[src/rtl/core/assert_macros.svh]
// ----------------------------------------------------------------------------
// Assertion macros
// Shared concurrent assertion helpers for the rational arithmetic core.
// ----------------------------------------------------------------------------
`ifndef ASSERT_MACROS_SVH
`define ASSERT_MACROS_SVH

// Clocked assertion, disabled while reset is asserted.
`define RAU_ASSERT(lbl, prop, msg) \
  lbl: assert property (@(posedge clk_i) disable iff (!rst_ni) (prop)) else $error(msg);

// Implication: when the antecedent holds, the consequent holds in the next cycle.
`define RAU_ASSERT_NEXT(lbl, ante, cons, msg) \
  lbl: assert property (@(posedge clk_i) disable iff (!rst_ni) (ante) |=> (cons)) \
    else $error(msg);

`endif

[src/rtl/core/rau_pkg.sv]
// ----------------------------------------------------------------------------
// Rational arithmetic package
// Beat types and operation codes shared by the rational arithmetic core.
// ----------------------------------------------------------------------------
package rau_pkg;

  localparam int unsigned WordBits = 64;

  typedef enum logic [1:0] {
    MODE_ADD = 2'd0,
    MODE_SUB = 2'd1,
    MODE_MUL = 2'd2,
    MODE_DIV = 2'd3
  } mode_e;

  typedef struct packed {
    mode_e              mode;
    logic signed [31:0] a_num;
    logic        [30:0] a_den;
    logic signed [31:0] b_num;
    logic        [30:0] b_den;
  } req_t;

  typedef struct packed {
    logic signed [63:0] res_num;
    logic        [62:0] res_den;
    logic               zero_den_error;
  } rsp_t;

endpackage

[src/rtl/core/rau_mul.sv]
// ----------------------------------------------------------------------------
// Serial multiplier
// Shift-and-add multiplier, one multiplier bit per cycle, modulo 2^64.
// ----------------------------------------------------------------------------
module rau_mul import rau_pkg::*; #(
  parameter int unsigned W = 32
) (
  input  logic                clk_i,
  input  logic                rst_ni,
  input  logic                start_i,
  input  logic [WordBits-1:0] mcand_i,
  input  logic [W-1:0]        mplier_i,
  output logic                done_o,
  output logic [WordBits-1:0] prod_o
);

  localparam int unsigned CntBits = (W > 1) ? $clog2(W) : 1;
  localparam logic [CntBits-1:0] LastCnt = CntBits'(W - 1);

  logic                run_q, run_d, done_q, done_d;
  logic [CntBits-1:0]  cnt_q, cnt_d;
  logic [WordBits-1:0] acc_q, acc_d, mc_q, mc_d;
  logic [W-1:0]        mp_q, mp_d;

  always_comb begin
    run_d  = run_q;
    done_d = 1'b0;
    cnt_d  = cnt_q;
    acc_d  = acc_q;
    mc_d   = mc_q;
    mp_d   = mp_q;
    if (start_i) begin
      run_d = 1'b1;
      cnt_d = '0;
      acc_d = '0;
      mc_d  = mcand_i;
      mp_d  = mplier_i;
    end else if (run_q) begin
      // The top multiplier bit carries negative weight.
      if (mp_q[0]) begin
        acc_d = (cnt_q == LastCnt) ? acc_q - mc_q : acc_q + mc_q;
      end
      mc_d  = {mc_q[WordBits-2:0], 1'b0};
      mp_d  = mp_q >> 1;
      cnt_d = cnt_q + 1'b1;
      if (cnt_q == LastCnt) begin
        run_d  = 1'b0;
        done_d = 1'b1;
      end
    end
  end

  always_ff @(posedge clk_i or negedge rst_ni) begin
    if (!rst_ni) begin
      run_q  <= 1'b0;
      done_q <= 1'b0;
      cnt_q  <= '0;
    end else begin
      run_q  <= run_d;
      done_q <= done_d;
      cnt_q  <= cnt_d;
    end
  end

  always_ff @(posedge clk_i) begin
    acc_q <= acc_d;
    mc_q  <= mc_d;
    mp_q  <= mp_d;
  end

  assign done_o = done_q;
  assign prod_o = acc_q;

endmodule

[src/rtl/core/rau_gcd.sv]
// ----------------------------------------------------------------------------
// Binary GCD
// Stein's algorithm, one shift or one subtract per cycle.
// ----------------------------------------------------------------------------
module rau_gcd import rau_pkg::*; (
  input  logic                clk_i,
  input  logic                rst_ni,
  input  logic                start_i,
  input  logic [WordBits-1:0] x_i,
  input  logic [WordBits-1:0] y_i,
  output logic                done_o,
  output logic [WordBits-1:0] g_o
);

  typedef enum logic [4:0] {
    G_IDLE = 5'b00001,
    G_COM  = 5'b00010,
    G_X    = 5'b00100,
    G_Y    = 5'b01000,
    G_SH   = 5'b10000
  } gstate_e;

  gstate_e             state_q, state_d;
  logic                done_q, done_d;
  logic [5:0]          sh_q, sh_d;
  logic [WordBits-1:0] x_q, x_d, y_q, y_d;
  logic [WordBits:0]   diff;

  assign diff = {1'b0, y_q} - {1'b0, x_q};

  always_comb begin
    state_d = state_q;
    done_d  = 1'b0;
    sh_d    = sh_q;
    x_d     = x_q;
    y_d     = y_q;
    unique case (state_q)
      G_IDLE: begin
        if (start_i) begin
          x_d     = x_i;
          y_d     = y_i;
          sh_d    = '0;
          state_d = G_COM;
        end
      end
      G_COM: begin
        if (!x_q[0] && !y_q[0]) begin
          x_d  = x_q >> 1;
          y_d  = y_q >> 1;
          sh_d = sh_q + 1'b1;
        end else begin
          state_d = G_X;
        end
      end
      G_X: begin
        if (!x_q[0]) x_d = x_q >> 1;
        else state_d = G_Y;
      end
      G_Y: begin
        if (y_q == '0) begin
          state_d = G_SH;
        end else if (!y_q[0]) begin
          y_d = y_q >> 1;
        end else if (diff[WordBits]) begin
          // x is larger: swap, then subtract.
          x_d = y_q;
          y_d = x_q - y_q;
        end else begin
          y_d = diff[WordBits-1:0];
        end
      end
      G_SH: begin
        if (sh_q != '0) begin
          x_d  = {x_q[WordBits-2:0], 1'b0};
          sh_d = sh_q - 1'b1;
        end else begin
          done_d  = 1'b1;
          state_d = G_IDLE;
        end
      end
      default: state_d = G_IDLE;
    endcase
  end

  always_ff @(posedge clk_i or negedge rst_ni) begin
    if (!rst_ni) begin
      state_q <= G_IDLE;
      done_q  <= 1'b0;
      sh_q    <= '0;
    end else begin
      state_q <= state_d;
      done_q  <= done_d;
      sh_q    <= sh_d;
    end
  end

  always_ff @(posedge clk_i) begin
    x_q <= x_d;
    y_q <= y_d;
  end

  assign done_o = done_q;
  assign g_o    = x_q;

endmodule

[src/rtl/core/rau_div.sv]
// ----------------------------------------------------------------------------
// Serial divider
// Restoring unsigned division, one quotient bit per cycle.
// ----------------------------------------------------------------------------
module rau_div import rau_pkg::*; (
  input  logic                clk_i,
  input  logic                rst_ni,
  input  logic                start_i,
  input  logic [WordBits-1:0] dividend_i,
  input  logic [WordBits-1:0] divisor_i,
  output logic                done_o,
  output logic [WordBits-1:0] quot_o
);

  localparam int unsigned CntBits = $clog2(WordBits);
  localparam logic [CntBits-1:0] LastCnt = CntBits'(WordBits - 1);

  logic                run_q, run_d, done_q, done_d;
  logic [CntBits-1:0]  cnt_q, cnt_d;
  logic [WordBits-1:0] rem_q, rem_d, quo_q, quo_d, dsr_q, dsr_d;
  logic [WordBits-1:0] trial;
  logic [WordBits:0]   sub;

  // The remainder stays below the divisor, which never exceeds 2^63.
  assign trial = {rem_q[WordBits-2:0], quo_q[WordBits-1]};
  assign sub   = {1'b0, trial} - {1'b0, dsr_q};

  always_comb begin
    run_d  = run_q;
    done_d = 1'b0;
    cnt_d  = cnt_q;
    rem_d  = rem_q;
    quo_d  = quo_q;
    dsr_d  = dsr_q;
    if (start_i) begin
      run_d = 1'b1;
      cnt_d = '0;
      rem_d = '0;
      quo_d = dividend_i;
      dsr_d = divisor_i;
    end else if (run_q) begin
      rem_d = sub[WordBits] ? trial : sub[WordBits-1:0];
      quo_d = {quo_q[WordBits-2:0], ~sub[WordBits]};
      cnt_d = cnt_q + 1'b1;
      if (cnt_q == LastCnt) begin
        run_d  = 1'b0;
        done_d = 1'b1;
      end
    end
  end

  always_ff @(posedge clk_i or negedge rst_ni) begin
    if (!rst_ni) begin
      run_q  <= 1'b0;
      done_q <= 1'b0;
      cnt_q  <= '0;
    end else begin
      run_q  <= run_d;
      done_q <= done_d;
      cnt_q  <= cnt_d;
    end
  end

  always_ff @(posedge clk_i) begin
    rem_q <= rem_d;
    quo_q <= quo_d;
    dsr_q <= dsr_d;
  end

  assign done_o = done_q;
  assign quot_o = quo_q;

endmodule

[src/rtl/core/rational_arithmetic_unit_core.sv]
// ----------------------------------------------------------------------------
// Rational arithmetic unit core
// Adds, subtracts, multiplies or divides two fractions and reduces the result.
// ----------------------------------------------------------------------------
// A request beat is taken when start is high and busy is low; the unit then
// works on it alone and raises valid_o for exactly one cycle with the reduced
// fraction, which the receiver must take in that cycle since it cannot stall.
// For one beat, the three cross products share one bit-serial multiplier, the
// reduction runs one shift or subtract per cycle, and both divisions by the GCD
// share one restoring divider that yields a quotient bit per cycle. A zero raw
// denominator or numerator skips the reduction and returns 0/1 early.
// ----------------------------------------------------------------------------
`include "assert_macros.svh"

module rational_arithmetic_unit_core import rau_pkg::*; #(
  parameter int unsigned OPERAND_BITS = 32
) (
  input  logic clk_i,
  input  logic rst_ni,
  input  logic start,
  output logic busy,
  input  req_t req_i,
  output logic valid_o,
  output rsp_t rsp_o
);

  localparam int unsigned W = OPERAND_BITS;

  typedef enum logic [8:0] {
    S_IDLE  = 9'b000000001,
    S_MUL   = 9'b000000010,
    S_SUM   = 9'b000000100,
    S_CHK   = 9'b000001000,
    S_ABS   = 9'b000010000,
    S_GCD   = 9'b000100000,
    S_DIVN  = 9'b001000000,
    S_DIVD  = 9'b010000000,
    S_FIN   = 9'b100000000
  } state_e;

  // Numerators are read as W-bit two's complement, denominators as W-1 bits.
  function automatic logic [WordBits-1:0] sext_num(input logic [31:0] v);
    return {{(WordBits - W){v[W-1]}}, v[W-1:0]};
  endfunction

  function automatic logic [WordBits-1:0] zext_den(input logic [30:0] v);
    return {{(WordBits - W + 1){1'b0}}, v[W-2:0]};
  endfunction

  state_e              state_q, state_d;
  req_t                req_q, req_d;
  rsp_t                rsp_q, rsp_d;
  logic                valid_q, valid_d;
  logic [1:0]          step_q, step_d;
  logic                mul_go_q, mul_go_d, gcd_go_q, gcd_go_d, div_go_q, div_go_d;
  logic                neg_q, neg_d;
  logic [WordBits-1:0] p0_q, p0_d, p1_q, p1_d, n_q, n_d, d_q, d_d, g_q, g_d;
  logic [WordBits-1:0] qn_q, qn_d;

  logic [WordBits-1:0] an, ad, bn, bd;
  logic [WordBits-1:0] mcand, mplier64;
  logic                mul_done, gcd_done, div_done;
  logic [WordBits-1:0] mul_prod, gcd_g, div_quot, div_dividend;
  logic                two_term;

  assign an = sext_num(req_q.a_num);
  assign ad = zext_den(req_q.a_den);
  assign bn = sext_num(req_q.b_num);
  assign bd = zext_den(req_q.b_den);
  assign two_term = (req_q.mode == MODE_ADD) || (req_q.mode == MODE_SUB);

  // Step 0 and 1 form the numerator terms, step 2 the denominator.
  always_comb begin
    mcand    = '0;
    mplier64 = '0;
    unique case (step_q)
      2'd0: begin
        mcand    = an;
        mplier64 = (req_q.mode == MODE_MUL) ? bn : bd;
      end
      2'd1: begin
        mcand    = two_term ? bn : '0;
        mplier64 = ad;
      end
      default: begin
        mcand    = ad;
        mplier64 = (req_q.mode == MODE_DIV) ? bn : bd;
      end
    endcase
  end

  assign div_dividend = (state_q == S_DIVN) ? n_q : d_q;

  rau_mul #(.W(W)) u_mul (
    .clk_i    (clk_i),
    .rst_ni   (rst_ni),
    .start_i  (mul_go_q),
    .mcand_i  (mcand),
    .mplier_i (mplier64[W-1:0]),
    .done_o   (mul_done),
    .prod_o   (mul_prod)
  );

  rau_gcd u_gcd (
    .clk_i   (clk_i),
    .rst_ni  (rst_ni),
    .start_i (gcd_go_q),
    .x_i     (n_q),
    .y_i     (d_q),
    .done_o  (gcd_done),
    .g_o     (gcd_g)
  );

  rau_div u_div (
    .clk_i      (clk_i),
    .rst_ni     (rst_ni),
    .start_i    (div_go_q),
    .dividend_i (div_dividend),
    .divisor_i  (g_q),
    .done_o     (div_done),
    .quot_o     (div_quot)
  );

  always_comb begin
    state_d  = state_q;
    req_d    = req_q;
    rsp_d    = rsp_q;
    valid_d  = 1'b0;
    step_d   = step_q;
    mul_go_d = 1'b0;
    gcd_go_d = 1'b0;
    div_go_d = 1'b0;
    neg_d    = neg_q;
    p0_d     = p0_q;
    p1_d     = p1_q;
    n_d      = n_q;
    d_d      = d_q;
    g_d      = g_q;
    qn_d     = qn_q;
    unique case (state_q)
      S_IDLE: begin
        if (start) begin
          req_d    = req_i;
          step_d   = 2'd0;
          mul_go_d = 1'b1;
          state_d  = S_MUL;
        end
      end
      S_MUL: begin
        if (mul_done) begin
          unique case (step_q)
            2'd0:    p0_d = mul_prod;
            2'd1:    p1_d = mul_prod;
            default: d_d  = mul_prod;
          endcase
          if (step_q == 2'd2) begin
            state_d = S_SUM;
          end else begin
            step_d   = step_q + 2'd1;
            mul_go_d = 1'b1;
          end
        end
      end
      S_SUM: begin
        n_d     = (req_q.mode == MODE_SUB) ? p0_q - p1_q : p0_q + p1_q;
        state_d = S_CHK;
      end
      S_CHK: begin
        // A zero denominator wins over a zero numerator, so 0/0 is an error.
        if (d_q == '0 || n_q == '0) begin
          rsp_d.res_num        = '0;
          rsp_d.res_den        = 63'd1;
          rsp_d.zero_den_error = (d_q == '0);
          valid_d              = 1'b1;
          state_d              = S_IDLE;
        end else begin
          state_d = S_ABS;
        end
      end
      S_ABS: begin
        neg_d    = n_q[WordBits-1] ^ d_q[WordBits-1];
        n_d      = n_q[WordBits-1] ? '0 - n_q : n_q;
        d_d      = d_q[WordBits-1] ? '0 - d_q : d_q;
        gcd_go_d = 1'b1;
        state_d  = S_GCD;
      end
      S_GCD: begin
        if (gcd_done) begin
          g_d      = gcd_g;
          div_go_d = 1'b1;
          state_d  = S_DIVN;
        end
      end
      S_DIVN: begin
        if (div_done) begin
          qn_d     = div_quot;
          div_go_d = 1'b1;
          state_d  = S_DIVD;
        end
      end
      S_DIVD: begin
        if (div_done) begin
          d_d     = div_quot;
          state_d = S_FIN;
        end
      end
      S_FIN: begin
        rsp_d.res_num        = neg_q ? '0 - qn_q : qn_q;
        rsp_d.res_den        = d_q[WordBits-2:0];
        rsp_d.zero_den_error = 1'b0;
        valid_d              = 1'b1;
        state_d              = S_IDLE;
      end
      default: state_d = S_IDLE;
    endcase
  end

  always_ff @(posedge clk_i or negedge rst_ni) begin
    if (!rst_ni) begin
      state_q  <= S_IDLE;
      valid_q  <= 1'b0;
      step_q   <= 2'd0;
      mul_go_q <= 1'b0;
      gcd_go_q <= 1'b0;
      div_go_q <= 1'b0;
    end else begin
      state_q  <= state_d;
      valid_q  <= valid_d;
      step_q   <= step_d;
      mul_go_q <= mul_go_d;
      gcd_go_q <= gcd_go_d;
      div_go_q <= div_go_d;
    end
  end

  always_ff @(posedge clk_i) begin
    req_q <= req_d;
    rsp_q <= rsp_d;
    neg_q <= neg_d;
    p0_q  <= p0_d;
    p1_q  <= p1_d;
    n_q   <= n_d;
    d_q   <= d_d;
    g_q   <= g_d;
    qn_q  <= qn_d;
  end

  assign busy    = (state_q != S_IDLE);
  assign valid_o = valid_q;
  assign rsp_o   = rsp_q;

  // A result beat is emitted only after the unit has gone back to idle.
  `RAU_ASSERT(a_valid_idle, valid_o |-> !busy, "result beat while busy")
  // An accepted request keeps the unit busy in the next cycle.
  `RAU_ASSERT_NEXT(a_start_busy, start && !busy, busy && !valid_o, "request not taken")
  // An error result is always the fraction 0/1.
  `RAU_ASSERT(a_err_zero, valid_o && rsp_o.zero_den_error |->
    (rsp_o.res_num == '0) && (rsp_o.res_den == 63'd1), "error result not 0/1")
  // The sub-units are only launched while a request is in flight.
  `RAU_ASSERT(a_go_busy, (mul_go_q || gcd_go_q || div_go_q) |-> busy, "unit launched idle")

endmodule
[config.mk]
export PLATFORM = sky130hd
export DESIGN_NAME = rational_arithmetic_unit_core
export DESIGN_NICKNAME = d
export VERILOG_FILES = /design/src/rtl/core/rau_pkg.sv /design/src/rtl/core/rau_mul.sv /design/src/rtl/core/rau_gcd.sv /design/src/rtl/core/rau_div.sv /design/src/rtl/core/rational_arithmetic_unit_core.sv
export VERILOG_INCLUDE_DIRS = /design/src /design/src/rtl/core
export SDC_FILE = /design/constraint.sdc
export NUM_CORES = 2
export LEC_CHECK = 0
export BUFFER_PORTS_ARGS = -buffer_cell sky130_fd_sc_hd__buf_2
export CAP_MARGIN = 20
export CORE_MARGIN = 4
export CORE_UTILIZATION = 57
export CTS_CLUSTER_DIAMETER = 100
export DETAILED_ROUTE_END_ITERATION = 7
export MAX_ROUTING_LAYER = met4
export PLACE_DENSITY = 0.77
export SLEW_MARGIN = 30
export SYNTH_ARGS = -nofsm -noshare
export SYNTH_HDL_FRONTEND = slang
export SYNTH_SLANG_ARGS = --single-unit
[constraint.sdc]
create_clock -name clk_i -period 7.1 [get_ports clk_i]
set_clock_uncertainty 0.15 [all_clocks]
set_input_delay 0.355 -clock clk_i [delete_from_list [all_inputs] [get_ports clk_i]]
set_output_delay 0.355 -clock clk_i [all_outputs]
set_load 0.05 [all_outputs]
**Word level (Yosys, flattened, before mapping)**

Cells that the tools add are included.
W data, S select, Z words.

- Output and inout port bits: 130
- Register bits: 1162
- Logic and storage cells: 229

- Add/subtract/negate cells: 15
- Reduce and logical (&&, ||, !) cells: 38
- Muxes and demuxes: 89
- Eq/ne operators: 44
- Bitwise gates (word level): 2

Operator list:

| cell | number |
|---|---|
| $mux W64 | 26 |
| $pmux W64 S3 | 2 |
| $pmux W64 S5 | 1 |
| $pmux W128 S2 | 1 |
| $pmux W64 S2 | 2 |
| $logic_not A64 Y1 | 3 |
| $sub A1 B64 Y64 const A | 3 |
| $sub A64 B64 Y64 | 3 |
| $sub A64 B64 Y65 | 2 |
| $add A64 B64 Y64 | 2 |
| $mux W128 | 1 |
| $mux W32 | 4 |
| $pmux W9 S8 | 1 |
| $pmux W32 S2 | 1 |
| $mux W63 | 1 |
| $mux W9 | 6 |
| $mux W5 | 8 |
| $mux W6 | 5 |
| $pmux W5 S5 | 1 |
| $ne A2 B2 Y1 const B | 12 |
| $mux W1 | 21 |
| $ne A2 B1 Y1 const B | 10 |
| $pmux W6 S3 | 1 |
| $reduce_and A4 Y1 | 4 |
| 42 further kinds | 67 |

**Longest topological paths before layout**

- Word-level depth: 5
- Gate-level depth with buffers: 26
- Mapped depth without buffers: 24

**Cells and area by module**

A second synthesis with hierarchy kept.

- Cell total of the unflattened synthesis: 7143
- Area total of the unflattened synthesis: 70664.0 um^2

By module, submodules not included:

| module | cells an instance | times used | area each (um^2) | seq. area each (um^2) |
|---|---|---|---|---|
| rational_arithmetic_unit_core | 2777 | 1 | 32568.7 | 19625.1 |
| rau_gcd | 1860 | 1 | 14818.0 | 4145.2 |
| rau_div | 1228 | 1 | 11795.1 | 5305.1 |
| rau_mul | 1278 | 1 | 11482.3 | 4339.2 |

**Least setup slack after synthesis**

Ideal clock, no wire load.

- Path type: reg2reg
- Start: reg u_gcd.state_q[2]
- End: reg u_gcd.y_q[0] (enable)
- Path buffers: 0
- Clock period less this slack: 6.825 ns
- Cell stages (with the launch flop): 5
- Setup slack: 0.275 ns
- Required time: 6.360 ns
- Library setup time: 0.590 ns
- Data arrival time: 6.085 ns
- Cell sequence: dfrtp_1 or3_1 nor3b_1 nor2_1 a221oi_1

- Longest elaborated chain between the ends: 3

RTL lines:

| what | RTL line | RTL |
|---|---|---|
| start: declaration | rau_gcd.sv:23 | `gstate_e state_q, state_d;` |
| start signal: assignment | rau_gcd.sv:91 | `state_q <= state_d;` |
| $eq A5 B4 Y1, or another cell as far along | rau_gcd.sv:37 | `unique case (state_q)` |
| $ne A2 B2 Y1 (no source line), or another cell as far along | -- |  |
| $reduce_and A4 Y1 (no source line) * | -- |  |
| end signal: assignment | rau_gcd.sv:99 | `y_q <= y_d;` |
| end: declaration | rau_gcd.sv:26 | `logic [WordBits-1:0] x_q, x_d, y_q, y_d;` |

Every way passes the cells marked *; elsewhere a longest branch is shown, timed or not.
A chain may end at the register's enable or synchronous reset.

**Worst setup path in the final report**

- Start: reg u_mul.mc_q[7]
- End: reg u_mul.acc_q[63], in the netlist u_mul.prod_o[63]

- Longest elaborated chain between the ends: 2

RTL lines:

| what | RTL line | RTL |
|---|---|---|
| start: declaration | rau_mul.sv:22 | `logic [WordBits-1:0] acc_q, acc_d, mc_q, mc_d;` |
| start signal: assignment | rau_mul.sv:67 | `mc_q <= mc_d;` |
| $add A64 B64 Y64 / $sub A64 B64 Y64 (equally long branches) | rau_mul.sv:41 | `acc_d = (cnt_q == LastCnt) ? acc_q - mc_q : acc_q + mc_q;` |
| $mux W64 * | rau_mul.sv:41 |  |
| end signal: assignment | rau_mul.sv:66 | `acc_q <= acc_d;` |
| end: declaration | rau_mul.sv:22 |  |

Marks and branches as above.

==> results.yml <==
floorplan:
  die_width_um: 359
  die_y_um: 359
  core_um2: 122000
  pin_count: 261
  dieArea_um2: 129000
  placement_rows: 128
  start_util_pct: 57.5
clock_tree:
  clkLatencyLatePin_ns: 0.76
  clockBufferDepth: 3
  clk_pin_slew_ns: 0.07
  cts_made_buffers: 121
  root_buffer: "clkbuf_16"
  h-tree-depth: 3
  cts_tree: "yes"
  cts.sinks: 1162
worst_hold_path:
  hold_class: "input pin to register"
sta:
  fin_ws_ns: 0.998
  maxSlewHeadroom_pct: 24.6
  setup_viol: 0
  period_share_pct: 85.9
  report.final.slew_viol_count: 0
  max_freq_ghz: 0.164
  rsz0062_at_grt: "no"
  min_period_ns: 6.10
  hold_viol_final: 0
  worstMarginPinSlew_ns: 1.12
  finalSetupTns_ns: 0
setup_path:
  worstPathRequired_ns: 7.64
  crit_path_end_kind: "register"
  reg2reg_slack_ns: 1.0
  criticalPathCategory: "register to register"
  arrival_ns: 6.64
  cp_max_fo: 7
  startpoint_type: "register"
outcome:
  violations: "DRC"
  status: "finished, violations left"
detailed_routing:
  drt_iter0_drc: 7202
  via_per_inst: 6.44
  routedWlPerCell_um: 24.0
  routed_wl_um: 217000
  drcViolationCount: 6
  dr.pass1.iters: 8
  ant_nets: 0
  vias: 58400
synth:
  syn_area_per_cell_um2: 9.84
  seq_area_frac_synth_pct: 47.6
  async_reset_ff_share_pct: 3.61
  synth_seq_cells: 1162
  synthFlopType: "edfxtp_1"
  synth-edff-count: 993
  ys_types: 105
  syn_inst: 7130
  synth.net_count: 7597
  yosysWarnings: 0
  syn_area_um2: 70200
finish:
  layout.nets: 7796
  fillers: 9655
  area_growth_pct: 11.6
  drive_gt1_share_pct: 8.65
placement:
  hpwl_um: 159000
  pre_cts_ws_ns: 1.02
  gp_congestion: 1.03
  port_buffers: 260
power_and_ir_drop:
  switchingPower_mw: 14.1
  combPwrFrac_pct: 46.3
  power_leakage_nw: 29.4
  intPower_mw: 18.6
  clkPwrFrac_pct: 20.2
  p_sw_share_pct: 43.1
  p_per_area_nw_per_um2: 418
  peakVddDrop_mv: 0.300
  p_seq_share_pct: 33.4
global_routing:
  grt_pass1_wl_um: 330000
  track_usage_pct: 33.4
  antenna_found_initial: 9
  grt_max_degree: 99
  grt_overflow: 0
  grt_pass1_vias: 56000
job:
  cap_violations: 0
## final timing paths
kind,to,startpoint,cells past startpoint
min reg2reg,u_div.dsr_q[55],g_q[55],0
min,ad[21],req_i[84],2
max in group asynchronous,div_go_q,rst_ni,3
max reg2reg,u_mul.prod_o[63],u_mul.mc_q[7],20
min in group asynchronous,u_gcd.sh_q[3],rst_ni,3
max,u_mul.prod_o[63],u_mul.mc_q[7],20
## metrics by stage
| step | instance area [um^2] | power (mW) | cells | utilization, % | hold slack [ns] |
|---|---|---|---|---|---|
| floorplan | 70200 | 21.2 | 7130 | - | -0.0906 |
| global placement | 72700 | 25.5 | 8698 | 59.6 | 0.250 |
| detailed placement | 72700 | 25.6 | 8698 | 59.6 | 0.255 |
| CTS | 78200 | 32.3 | 9059 | 64.1 | 0.102 |
| global route | 78300 | 34.5 | 9066 | 64.1 | 0.121 |
| finish | 78300 | 32.7 | 9068 | 64.2 | 0.138 |
## final cells by class
cell class                      count  area (um^2)  area share (%)
Antenna cell                        6         15.0          0.0192
Timing Repair Buffer              463         3220            4.12
Tap cell                         1625         2030            2.60
Sequential cell                  1162        33400            42.7
Clock inverter                     77          896            1.14
Clock buffer                      154         3250            4.16
Multi-Input combinational cell   5229        34100            43.6
Inverter                          352         1320            1.69
## kinds of logic after synthesis
group	Yosys count	synth area share [%]
AOI/OAI and AO/OA	2132	19.6
and+or+nand+nor	2086	14.0
DFF	1162	47.6
buffers and inverters	739	4.04
xor gates and xnor gates	536	6.69
adders and majority gates	336	6.05
muxes	139	1.99
## layer usage
| layer | track usage (%) | vias to the layer above | part of all wire [%] |
|---|---|---|---|
| li1 | - | 26800 | - |
| met1 | 43.0 | 27900 | 39 |
| met2 | 52.3 | 3107 | 46 |
| met3 | 4.06 | 574 | 8.3 |
| met4 | 17.3 | 0 | 6.4 |
| met5 | - | - | 0 |
## placed cells by master, fill, tap and decap left out, types with 70 or more instances in the layout
| master | synthesis | layout |
|---|---|---|
| edfxtp_1 | 993 | 993 |
| nor2_1 | 679 | 674 |
| a21oi_1 | 638 | 637 |
| nand2_1 | 582 | 574 |
| inv_1 | 349 | 345 |
| o21ai_0 | 334 | 333 |
| ha_1 | 330 | 328 |
| xnor2_1 | 275 | 275 |
| xor2_1 | 261 | 261 |
| buf_2 | 16 | 260 |
| a21o_1 | 240 | 239 |
| nor3_1 | 138 | 138 |
| mux2i_1 | 134 | 134 |
| dlygate4sd3_1 | 0 | 130 |
| dfxtp_1 | 127 | 127 |
| clkbuf_16 | 0 | 122 |
| nand3_1 | 102 | 101 |
| a22oi_1 | 100 | 100 |
| and2_1 | 100 | 98 |
| nand4_1 | 90 | 90 |
| o21bai_1 | 74 | 74 |
| a211oi_1 | 74 | 74 |
| o22ai_1 | 74 | 74 |
| a31oi_1 | 76 | 74 |
| o21ai_1 | 72 | 71 |
| or3_1 | 70 | 70 |
## worst max-delay path, cell delays in order, from the launching register on
cell and delay, ns:
edfxtp_1 0.44, nor3_1 0.28, nor3b_1 0.54, nand3_1 0.33
or2_2 0.42, nor3_1 0.40, and4_1 0.30, a31oi_1 0.11
xnor2_1 0.16, ha_1 0.38, a21o_1 0.22, a21o_1 0.17
a21o_1 0.18, a21o_1 0.17, a21oi_1 0.19, nor2_1 0.08
or4_1 0.59, a221o_1 0.34, xnor2_1 0.14, or3_1 0.31
a21oi_1 0.13
## state kept, by name (all words and copies together) (netlist names), 6 cells and up
name          count
bn               32
u_div.rem_q      63
bd               31
u_mul.prod_o     64
u_div.quot_o     64
state_q           9
u_gcd.y_q        64
p1_q             64
u_mul.mc_q       64
n_q              64
p0_q             64
u_div.dsr_q      64
u_gcd.sh_q        6
an               32
rsp_o           128
ad               31
qn_q             64
u_mul.mp_q       32
u_div.cnt_q       6
d_q              64
u_gcd.g_o        64
g_q              64
## synth_stat cells, types with 76 or more instances
cell      count  area share [%]
edfxtp_1    993              42
nor2_1      679             3.6
a21oi_1     638             4.5
nand2_1     582             3.1
inv_1       349             1.9
clkbuf_1    342             1.8
o21ai_0     334             2.4
ha_1        330             5.9
xnor2_1     275             3.4
xor2_1      261             3.3
a21o_1      240             2.6
nor3_1      138            0.98
mux2i_1     134             1.9
dfxtp_1     127             3.6
nand3_1     102            0.73
a22oi_1     100             1.1
and2_1      100            0.89
nand4_1      90            0.80
a31oi_1      76            0.68
## power by group through the flow
| stage | sequential (mW) | clock, mW | combinational, mW |
|---|---|---|---|
| 4_1_cts | 10.8 | 6.67 | 14.7 |
| 6_report | 10.9 | 6.63 | 15.2 |
| 2_1_floorplan | 10.2 | 0 | 11.0 |
| 5_1_grt | 11.0 | 6.99 | 16.5 |
| 3_5_place_dp | 11.0 | 0 | 14.6 |
| 3_3_place_gp | 10.9 | 0 | 14.5 |
## what timing repair did
item	4_1_cts	5_1_grt
gates resized for setup	0	0
setup buffers	0	0
hold buffers	130	0
endpoints found under the hold margin	170	0
(Power assumes the default switching activity.)
